`config.mk`:
```
export PLATFORM = sky130hd
export DESIGN_NAME = thc_regs
export DESIGN_NICKNAME = d
export VERILOG_FILES = /design/src/sv/assert_macros.svh /design/src/sv/thc_pkg.sv /design/src/sv/thc_regs.sv
export SDC_FILE = /design/constraint.sdc
export NUM_CORES = 1
export LEC_CHECK = 0
export BUFFER_PORTS_ARGS = -buffer_cell sky130_fd_sc_hd__buf_2
export CELL_PAD_IN_SITES_DETAIL_PLACEMENT = 1
export CELL_PAD_IN_SITES_GLOBAL_PLACEMENT = 2
export CORE_MARGIN = 8
export CORE_UTILIZATION = 33
export CTS_BUF_LIST = sky130_fd_sc_hd__clkbuf_4 sky130_fd_sc_hd__clkbuf_8 sky130_fd_sc_hd__clkbuf_16
export DETAILED_ROUTE_END_ITERATION = 12
export PLACE_DENSITY = 0.81
export SYNTH_ARGS = -nofsm -noshare
export SYNTH_HDL_FRONTEND = slang
export SYNTH_SLANG_ARGS = --single-unit
```
`constraint.sdc`:
```
create_clock -name clk -period 1.4 [get_ports clk]
set_input_delay 0.07 -clock clk [delete_from_list [all_inputs] [get_ports clk]]
set_output_delay 0.07 -clock clk [all_outputs]
set_load 0.02 [all_outputs]
```
`src/sv/assert_macros.svh`:
```
// ---------------------------------------------------------------------------
// assertion macros
// short forms for clocked implication checks with asynchronous reset
// ---------------------------------------------------------------------------
`ifndef ASSERT_MACROS_SVH
`define ASSERT_MACROS_SVH

// same-cycle implication, consequent may carry a fixed delay
`define ASSERT_IMP(label, clk, rst_n, ante, cons) \
    label: assert property (@(posedge clk) disable iff (!rst_n) (ante) |-> cons) \
        else $error("implication check failed");

// next-cycle implication
`define ASSERT_NXT(label, clk, rst_n, ante, cons) \
    label: assert property (@(posedge clk) disable iff (!rst_n) (ante) |=> cons) \
        else $error("next-cycle check failed");

`endif

```
`src/sv/thc_pkg.sv`:
```
// ---------------------------------------------------------------------------
// thc_pkg
// shared types and constants of the temperature / humidity compensation core
// ---------------------------------------------------------------------------
`default_nettype none

package thc_pkg;

    localparam int THC_ADDR_W = 5;
    localparam int THC_DATA_W = 32;

    typedef enum logic [2:0] {
        REG_CAL_T1    = 3'd0,
        REG_CAL_T2    = 3'd1,
        REG_CAL_T3    = 3'd2,
        REG_CAL_H1    = 3'd3,
        REG_CAL_H2    = 3'd4,
        REG_CAL_H3_H6 = 3'd5,
        REG_CAL_H4    = 3'd6,
        REG_CAL_H5    = 3'd7
    } thc_reg_idx_t;

    typedef struct packed {
        logic        [15:0] t1;
        logic signed [15:0] t2;
        logic signed [15:0] t3;
        logic        [7:0]  h1;
        logic signed [15:0] h2;
        logic        [15:0] h3_h6;
        logic        [11:0] h4;
        logic        [11:0] h5;
    } thc_cal_t;

    // reciprocal of 100, exact for magnitudes up to 2^23, shift of 30
    localparam logic [23:0] THC_DIV100_MUL   = 24'd10737419;
    localparam int          THC_DIV100_SHIFT = 30;

    localparam logic signed [31:0] THC_HUM_CLAMP_MAX = 32'sd419430400;

endpackage

`default_nettype wire

```
`src/sv/thc_regs.sv`:
```
// ---------------------------------------------------------------------------
// thc_regs
// calibration register bank behind a simple bus slave port
// ---------------------------------------------------------------------------
`default_nettype none

module thc_regs
(
    input  wire logic                           clk,
    input  wire logic                           rst_n,
    input  wire logic                           psel,
    input  wire logic                           penable,
    input  wire logic                           pwrite,
    input  wire logic [thc_pkg::THC_ADDR_W-1:0] paddr,
    input  wire logic [thc_pkg::THC_DATA_W-1:0] pwdata,
    output logic      [thc_pkg::THC_DATA_W-1:0] prdata,
    output logic                                pready,
    output thc_pkg::thc_cal_t                   cal
);

    thc_pkg::thc_cal_t     cal_reg;
    thc_pkg::thc_reg_idx_t idx;
    logic                  wr_en;

    assign idx    = thc_pkg::thc_reg_idx_t'(paddr[4:2]);
    assign wr_en  = psel && penable && pwrite;
    assign pready = 1'b1;
    assign cal    = cal_reg;

    always_ff @(posedge clk or negedge rst_n)
    begin
        if (!rst_n)
        begin
            cal_reg <= '0;
        end
        else if (wr_en)
        begin
            case (idx)
                thc_pkg::REG_CAL_T1:    cal_reg.t1    <= pwdata[15:0];
                thc_pkg::REG_CAL_T2:    cal_reg.t2    <= pwdata[15:0];
                thc_pkg::REG_CAL_T3:    cal_reg.t3    <= pwdata[15:0];
                thc_pkg::REG_CAL_H1:    cal_reg.h1    <= pwdata[7:0];
                thc_pkg::REG_CAL_H2:    cal_reg.h2    <= pwdata[15:0];
                thc_pkg::REG_CAL_H3_H6: cal_reg.h3_h6 <= pwdata[15:0];
                thc_pkg::REG_CAL_H4:    cal_reg.h4    <= pwdata[11:0];
                thc_pkg::REG_CAL_H5:    cal_reg.h5    <= pwdata[11:0];
                default:                cal_reg       <= cal_reg;
            endcase
        end
    end

    always_comb
    begin
        case (idx)
            thc_pkg::REG_CAL_T1:    prdata = {16'd0, cal_reg.t1};
            thc_pkg::REG_CAL_T2:    prdata = {16'd0, cal_reg.t2};
            thc_pkg::REG_CAL_T3:    prdata = {16'd0, cal_reg.t3};
            thc_pkg::REG_CAL_H1:    prdata = {24'd0, cal_reg.h1};
            thc_pkg::REG_CAL_H2:    prdata = {16'd0, cal_reg.h2};
            thc_pkg::REG_CAL_H3_H6: prdata = {16'd0, cal_reg.h3_h6};
            thc_pkg::REG_CAL_H4:    prdata = {20'd0, cal_reg.h4};
            thc_pkg::REG_CAL_H5:    prdata = {20'd0, cal_reg.h5};
            default:                prdata = '0;
        endcase
    end

endmodule

`default_nettype wire

```
==> summary.txt, run 1 <==
Synth
  • Share of flip-flops with an asynchronous set or reset: 100%
  • Synth Area in Compound Gates: 6.05%
  • Syn avg cell area: 13.8 µm²
  • XOR/XNOR Fraction of Synth Area: 0%
  • Top-area cell type share of the netlist area: 51.9%
  • Number of synthesized flops with an enable pin: 0
  • Area of the mapped netlist: 5400 µm²
  • Largest cells by area after synthesis: dfrtp_1 52%, mux2_2 20%, mux2i_1 5.0%, buf_4 3.3%, mux2_4 2.8%
  • Yosys warnings: 0
  • Cell variety after synth: 38
  • Adder-Cell Fraction of Synth Area: 0%
  • Simple logic cell fraction of the synthesized area: 5.49%
  • Flip-flop and latch count after synthesis: 112
  • Post-synthesis mux area share: 30.9%
  • Area leader, netlist: dfrtp_1
  • Ys flop type: dfrtp_1
  • Cells after synthesis: 390
  • Largest family of logic cells by synthesized area: multiplexers
  • Register area share after synthesis: 51.9%

Global route
  • GRT Total Usage: 17.9%
  • Vias in the first global route: 4773
  • First-pass GRT wire length: 27800 µm
  • Grt total ovfl: 0
  • Initial antenna violation count: 0
  • Largest net degree at the start of global routing: 34

Power
  • PD cells: 1410 nW/µm²
  • VDD IR-drop max: 0.688 mV
  • Psw: 3.74 mW
  • Overall Power: 10.8 mW
  • Sw Share: 34.6%
  • Clock share of power: 24.0%
  • Combinational share of power: 35.9%
  • Leakage: 3.86 nW
  • Int Power: 7.05 mW
  • Seq pwr share: 40.1%

Critical path
  • R2R Setup Slk: 390 ps
  • Required @ worst endpoint: 1330 ps
  • Crit end category: output port
  • WS Path Type: flop to output port
  • Arr. time, crit path: 1540 ps
  • CP max FO: 2
  • CP startpoint kind: flop

Clocking
  • Root buf cell: clkbuf_16
  • Clock Latency Late Sink: 350 ps
  • Cts bufs inserted: 9
  • Clock sink count: 112
  • # H-tree levels: 3
  • Reg clk slew, reported paths: 70 ps
  • Worst-case clock buffer depth: 2
  • CTS tree: done

Place
  • Dpl cells: 781
  • Placer congestion estimate: 0.801
  • Post-DP HPWL: 13000 µm
  • Port Buffers: 151

Drt
  • WL/cell: 21.2 µm
  • Post-DRT Antenna Nets: 0
  • Drt total wl: 18100 µm
  • DR pass1 iterations: 4
  • DRT iter0 DRCs: 161
  • Vias per inst: 4.88
  • Number of remaining DRC errors: 0
  • Via count: 4169

Timing
  • Fin Hold WS: 24.2 ps
  • FMAX: 621 MHz
  • Slew Viols, Final: 0
  • Fin crit period: 1610 ps
  • Hold Fails Final Rpt: 0
  • Total Neg Setup Slack: -1300 ps
  • Final setup violation count: 13
  • Fin crit share: 115%
  • Worst setup margin: -211 ps
  • Worst Clk Skew: 0 ps
  • RSZ-0062 raised after global routing: yes

Cells and area
  • Most common cell after layout, fill and taps aside: buf_2
  • Most frequent cells in the layout: 135 x buf_2, 112 x dfrtp_1, 95 x mux2_2, 95 x buf_4, 27 x mux2i_1
  • Max reg flops: 112
  • Share of cells above drive strength 1: 62.4%
  • Non-Filler Instances: 855
  • Antenna diodes: 0
  • Nets: 678
  • Synth-to-Final Area Change: 41.5%

Die
  • Ports: 187
  • Core region area: 15900 µm²
  • Vert. Die Dim: 144 µm
  • Initial core utilization: 33.9%
  • Die Span X: 144 µm
  • Row count: 46
  • Total die area: 20700 µm²

Flow run
  • MaxCap Viol Count: 0

Status
  • Failing checks: negative setup slack
  • Run status: finished with violations

Hold path
  • Worst hold-check path type: input port to flop
## power by group through the flow
stage	clock [mW]	sequential, mW	combinational [mW]
3_5_place_dp	0	4.46	3.23
6_report	2.59	4.32	3.88
2_1_floorplan	0	5.13	1.18
5_1_grt	2.79	4.41	4.16
4_1_cts	2.64	4.31	3.82
3_3_place_gp	0	4.42	3.17
## cells in the mapped netlist (4+ instances only)
cell      count
a211oi_1      9
a21oi_1       5
a22oi_1       5
buf_2        10
buf_4        24
dfrtp_1     112
inv_1         5
mux2_1        8
mux2_2       95
mux2_4       10
mux2i_1      27
mux4_2        4
nand2_1       6
nand2b_1      5
nor2_1       15
nor2_4        4
o21ai_0       5
o22a_1        8
o22ai_1       9
## critical path: stages, from the launching register on
cell and delay (ps):
dfrtp_1 390, mux4_2 480, nor2_1 100, a21oi_1 60, buf_4 170
## kinds of logic (layout without fill, tap and decap cells)
family,Yosys count,count (layout)
compound gates,46,46
buf+inv,44,278
flops,112,112
mux,144,144
other cells,2,17
simple gates,42,42
## worst paths after layout
kind,from,end,cells past startpoint
max,cal[20]$_DFFE_PN0P_,prdata[8],4
min,pwdata[12],cal[76]$_DFFE_PN0P_,2
max reg2reg,cal[9]$_DFFE_PN0P_,cal[9]$_DFFE_PN0P_,3
min reg2reg,cal[77]$_DFFE_PN0P_,cal[77]$_DFFE_PN0P_,1
max in group asynchronous,rst_n,cal[30]$_DFFE_PN0P_,3
min in group asynchronous,rst_n,cal[5]$_DFFE_PN0P_,2
## stage by stage
step / cell area [µm²] / utilization (%) / worst slack [ps]
2_1_floorplan: 5460 / - / 103
3_3_place_gp: 6790 / 42.6 / -22.3
3_5_place_dp: 6790 / 42.6 / -44.8
4_1_cts: 7550 / 47.3 / -214
5_1_grt: 7640 / 47.9 / -254
6_report: 7640 / 47.9 / -211
## what timing repair did
item | in CTS | in global routing
setup buffers | 49 | 8
hold buffers | 3 | 0
setup endpoints to repair | 15 | 16
gates resized for setup | 24 | 13
hold endpoints to repair | 101 | 0
pin swaps | 11 | 6
## layout make-up
| type | count | area (µm²) |
|---|---|---|
| fillers | 1732 | 8300 |
| flip-flops and latches | 112 | 2800 |
| multi-input cells | 249 | 2390 |
| repair buffers | 259 | 1870 |
| well taps | 216 | 270 |
| clock buffers | 11 | 240 |
| clock inverters | 3 | 45.0 |
| inverters | 5 | 18.8 |
## per-layer routing
| metal | up-vias | routed length [µm] | global-route usage (%) |
|---|---|---|---|
| li1 | 1879 | - | - |
| met1 | 2138 | 7660 | 21.7 |
| met2 | 140 | 8960 | 30.3 |
| met3 | 12 | 1380 | 5.21 |
| met4 | 0 | 146 | 4.76 |
| met5 | - | 0 | 0 |
Power figures use the tool's default switching activity.
==> run 2: changes to the inputs <==
CORE_ASPECT_RATIO = 1.75   (was default)
==> run 2 against run 1 <==
Against the previous run: the flow still finishes with violations (negative setup slack); global-route usage decreased by 0.062 points; worst setup slack got worse by 33 ps; register-to-register slack about the same; largest cell class unchanged; critical endpoint is now prdata[4]; first-iteration DRC count decreased by 18%; clock-buffer cell count decreased by 1.
==> summary.txt, run 2 (same netlist as run 1, synthesis figures left out) <==
Global route
  • Grt total ovfl: 0 (unchanged)
  • First-pass GRT wire length: 28300 µm (+1.6%)
  • Vias in the first global route: 4764 (-0.19%)
  • Largest net degree at the start of global routing: 38 (+12%)
  • GRT Total Usage: 17.8% (-0.062 points)
  • Initial antenna violation count: 0 (unchanged)

Cells and area
  • Nets: 682 (+0.59%)
  • Max reg flops: 112 (unchanged)
  • Final Cell Area: 7700 µm² (+0.75%)
  • Most frequent cells in the layout: 134 x buf_2, 112 x dfrtp_1, 99 x buf_4
  • Non-Filler Instances: 837 (-2.1%)
  • Share of cells above drive strength 1: 65.0% (+2.5 points)
  • Synth-to-Final Area Change: 42.6%
  • Antenna diodes: 0 (unchanged)
  • Fill count: 1684 (-2.8%)
  • Final core occ: 47.5% (-0.44 points)
  • Most common cell after layout, fill and taps aside: buf_2

Timing
  • Max_slew headroom: 63.6%
  • RSZ-0062 raised after global routing: yes
  • Slew Viols, Final: 0 (unchanged)
  • Worst slew pin tran: 547 ps
  • Hold Fails Final Rpt: 0 (unchanged)
  • Fin crit period: 1640 ps (+33.0 ps)
  • Worst Clk Skew: 0 ps (unchanged)
  • Final setup violation count: 14 (+1)
  • FMAX: 608 MHz (-2.0%)
  • Worst setup margin: -244 ps (-33.0 ps)
  • Fin crit share: 117% (+2.4 points)

Critical path
  • WS Path Type: flop to output port
  • Reg2reg path depth: 3 (unchanged)
  • R2R Setup Slk: 380 ps (about the same)
  • Worst path slowest cell: dfrtp_1
  • Reg2reg start: cal[19]$_DFFE_PN0P_
  • Cells along the critical path: nor2b_4 -> o21ai_2 -> a21oi_2 -> o32a_1 -> buf_6
  • CP max FO: 2 (unchanged)
  • CP max stage delay: 390 ps (-90 ps)
  • Crit end category: output port
  • Reg2reg end: cal[19]$_DFFE_PN0P_
  • CP startpoint kind: flop
  • Required @ worst endpoint: 1330 ps (about the same)
  • Arr. time, crit path: 1570 ps (+30 ps)

Place
  • Placed Area: 6790 µm² (unchanged)
  • Placer congestion estimate: 0.829 (+3.6%)
  • Dpl cells: 764 (-2.2%)
  • Post-DP HPWL: 13700 µm (+5.4%)
  • Port Buffers: 151 (unchanged)
  • Worst slack, placed: -47.1 ps (-2.28 ps)

Drt
  • Drt total wl: 18600 µm (+2.7%)
  • Post-DRT Antenna Nets: 0 (unchanged)
  • Number of remaining DRC errors: 0 (unchanged)
  • DRT iter0 DRCs: 132 (-18%)
  • Via count: 4217 (+1.2%)
  • Vias per inst: 5.04 (+3.3%)
  • DR pass1 iterations: 4 (unchanged)
  • WL/cell: 22.3 µm (+4.9%)

Hold path
  • Hold Path Origin: pwdata[13]
  • Hold depth: 2 (unchanged)
  • Worst Hold End: cal[109]$_DFFE_PN0P_
  • Worst hold-check path type: input port to flop

Die
  • Row count: 62 (+35%)
  • Core region area: 16200 µm² (+1.7%)
  • Vert. Die Dim: 185 µm (+29%)
  • Initial core utilization: 33.3% (-0.56 points)
  • Die Span X: 113 µm (-22%)
  • Ports: 187 (unchanged)
  • Total die area: 20900 µm² (+0.78%)

Power
  • Leakage: 3.90 nW (+0.99%)
  • PD cells: 1400 nW/µm² (-0.58%)
  • Overall Power: 10.8 mW (+0.17%)
  • VDD IR-drop max: 0.663 mV (-3.6%)

Clocking
  • Root buf cell: clkbuf_16
  • Clock Latency Late Sink: 340 ps (about the same)
  • Cts bufs inserted: 9 (unchanged)
  • Reg clk slew, reported paths: 80 ps (about the same)
  • CTS tree: done
  • Clock sink count: 112 (unchanged)
  • # H-tree levels: 3 (unchanged)
  • Worst-case clock buffer depth: 2 (unchanged)

Status
  • Run status: finished with violations
  • Failing checks: negative setup slack

Flow run
  • MaxCap Viol Count: 0 (unchanged)
## run 2: area by class of cell
class                      instances  area [µm²]  area share (%)
sequential                       112        2800            36.4
multi-input combinational        249        2460            31.9
timing repair buffer             263        1890            24.6
tap                              192         240            3.12
clock buffer                      10         239            3.10
clock inverter                     6        50.0           0.650
inverter                           5        18.8           0.244
## run 2: report_power, final
part           internal (mW)  switching [mW]
clock                   1.28            1.23
combinational           1.83            2.12
sequential              3.87           0.467
## run 2: timing repair
action / 4_1_cts / 5_1_grt
setup buffers: 39 / 17
endpoints found under the setup margin: 15 / 16
pin swaps: 17 / 13
endpoints found under the hold margin: 30 / 0
resized for setup: 30 / 25
hold buffers: 1 / 0
## run 2: metrics by stage
stage	hold slack (ps)	setup TNS, ps
2_1_floorplan	-226	0
3_5_place_dp	86.9	-632
3_3_place_gp	84.3	-14.8
5_1_grt	22.5	-2040
4_1_cts	2.91	-1450
6_report	17.9	-1210
## run 2: critical path, delay by kind of cell, from the launching register on
family	cells	cell delay, ps
buf+inv	1	150
simple gates	1	130
compound gates	3	560
flops	1	390
## run 2: how the worst max path moves through the flow
| stage | start | endpoint | slack (ps) | cells past startpoint |
|---|---|---|---|---|
| floorplan | paddr[4] | cal[81]$_DFFE_PN0P_ | 100 | 6 |
| global placement | paddr[4] | cal[32]$_DFFE_PN0P_ | -4 | 6 |
| detailed placement | paddr[3] | cal[98]$_DFFE_PN0P_ | -50 | 5 |
| CTS | cal[84]$_DFFE_PN0P_ | prdata[4] | -280 | 4 |
| global route | cal[68]$_DFFE_PN0P_ | prdata[4] | -300 | 5 |
| finish | cal[68]$_DFFE_PN0P_ | prdata[4] | -240 | 5 |
## run 2: per-layer routing
metal / share of wire (%) / GRT usage, % / vias up
li1: - / - / 1888
met1: 36 / 18.1 / 2182
met2: 57 / 34.6 / 127
met3: 4.5 / 3.49 / 20
met4: 2.2 / 6.68 / 0
met5: 0 / 0 / -
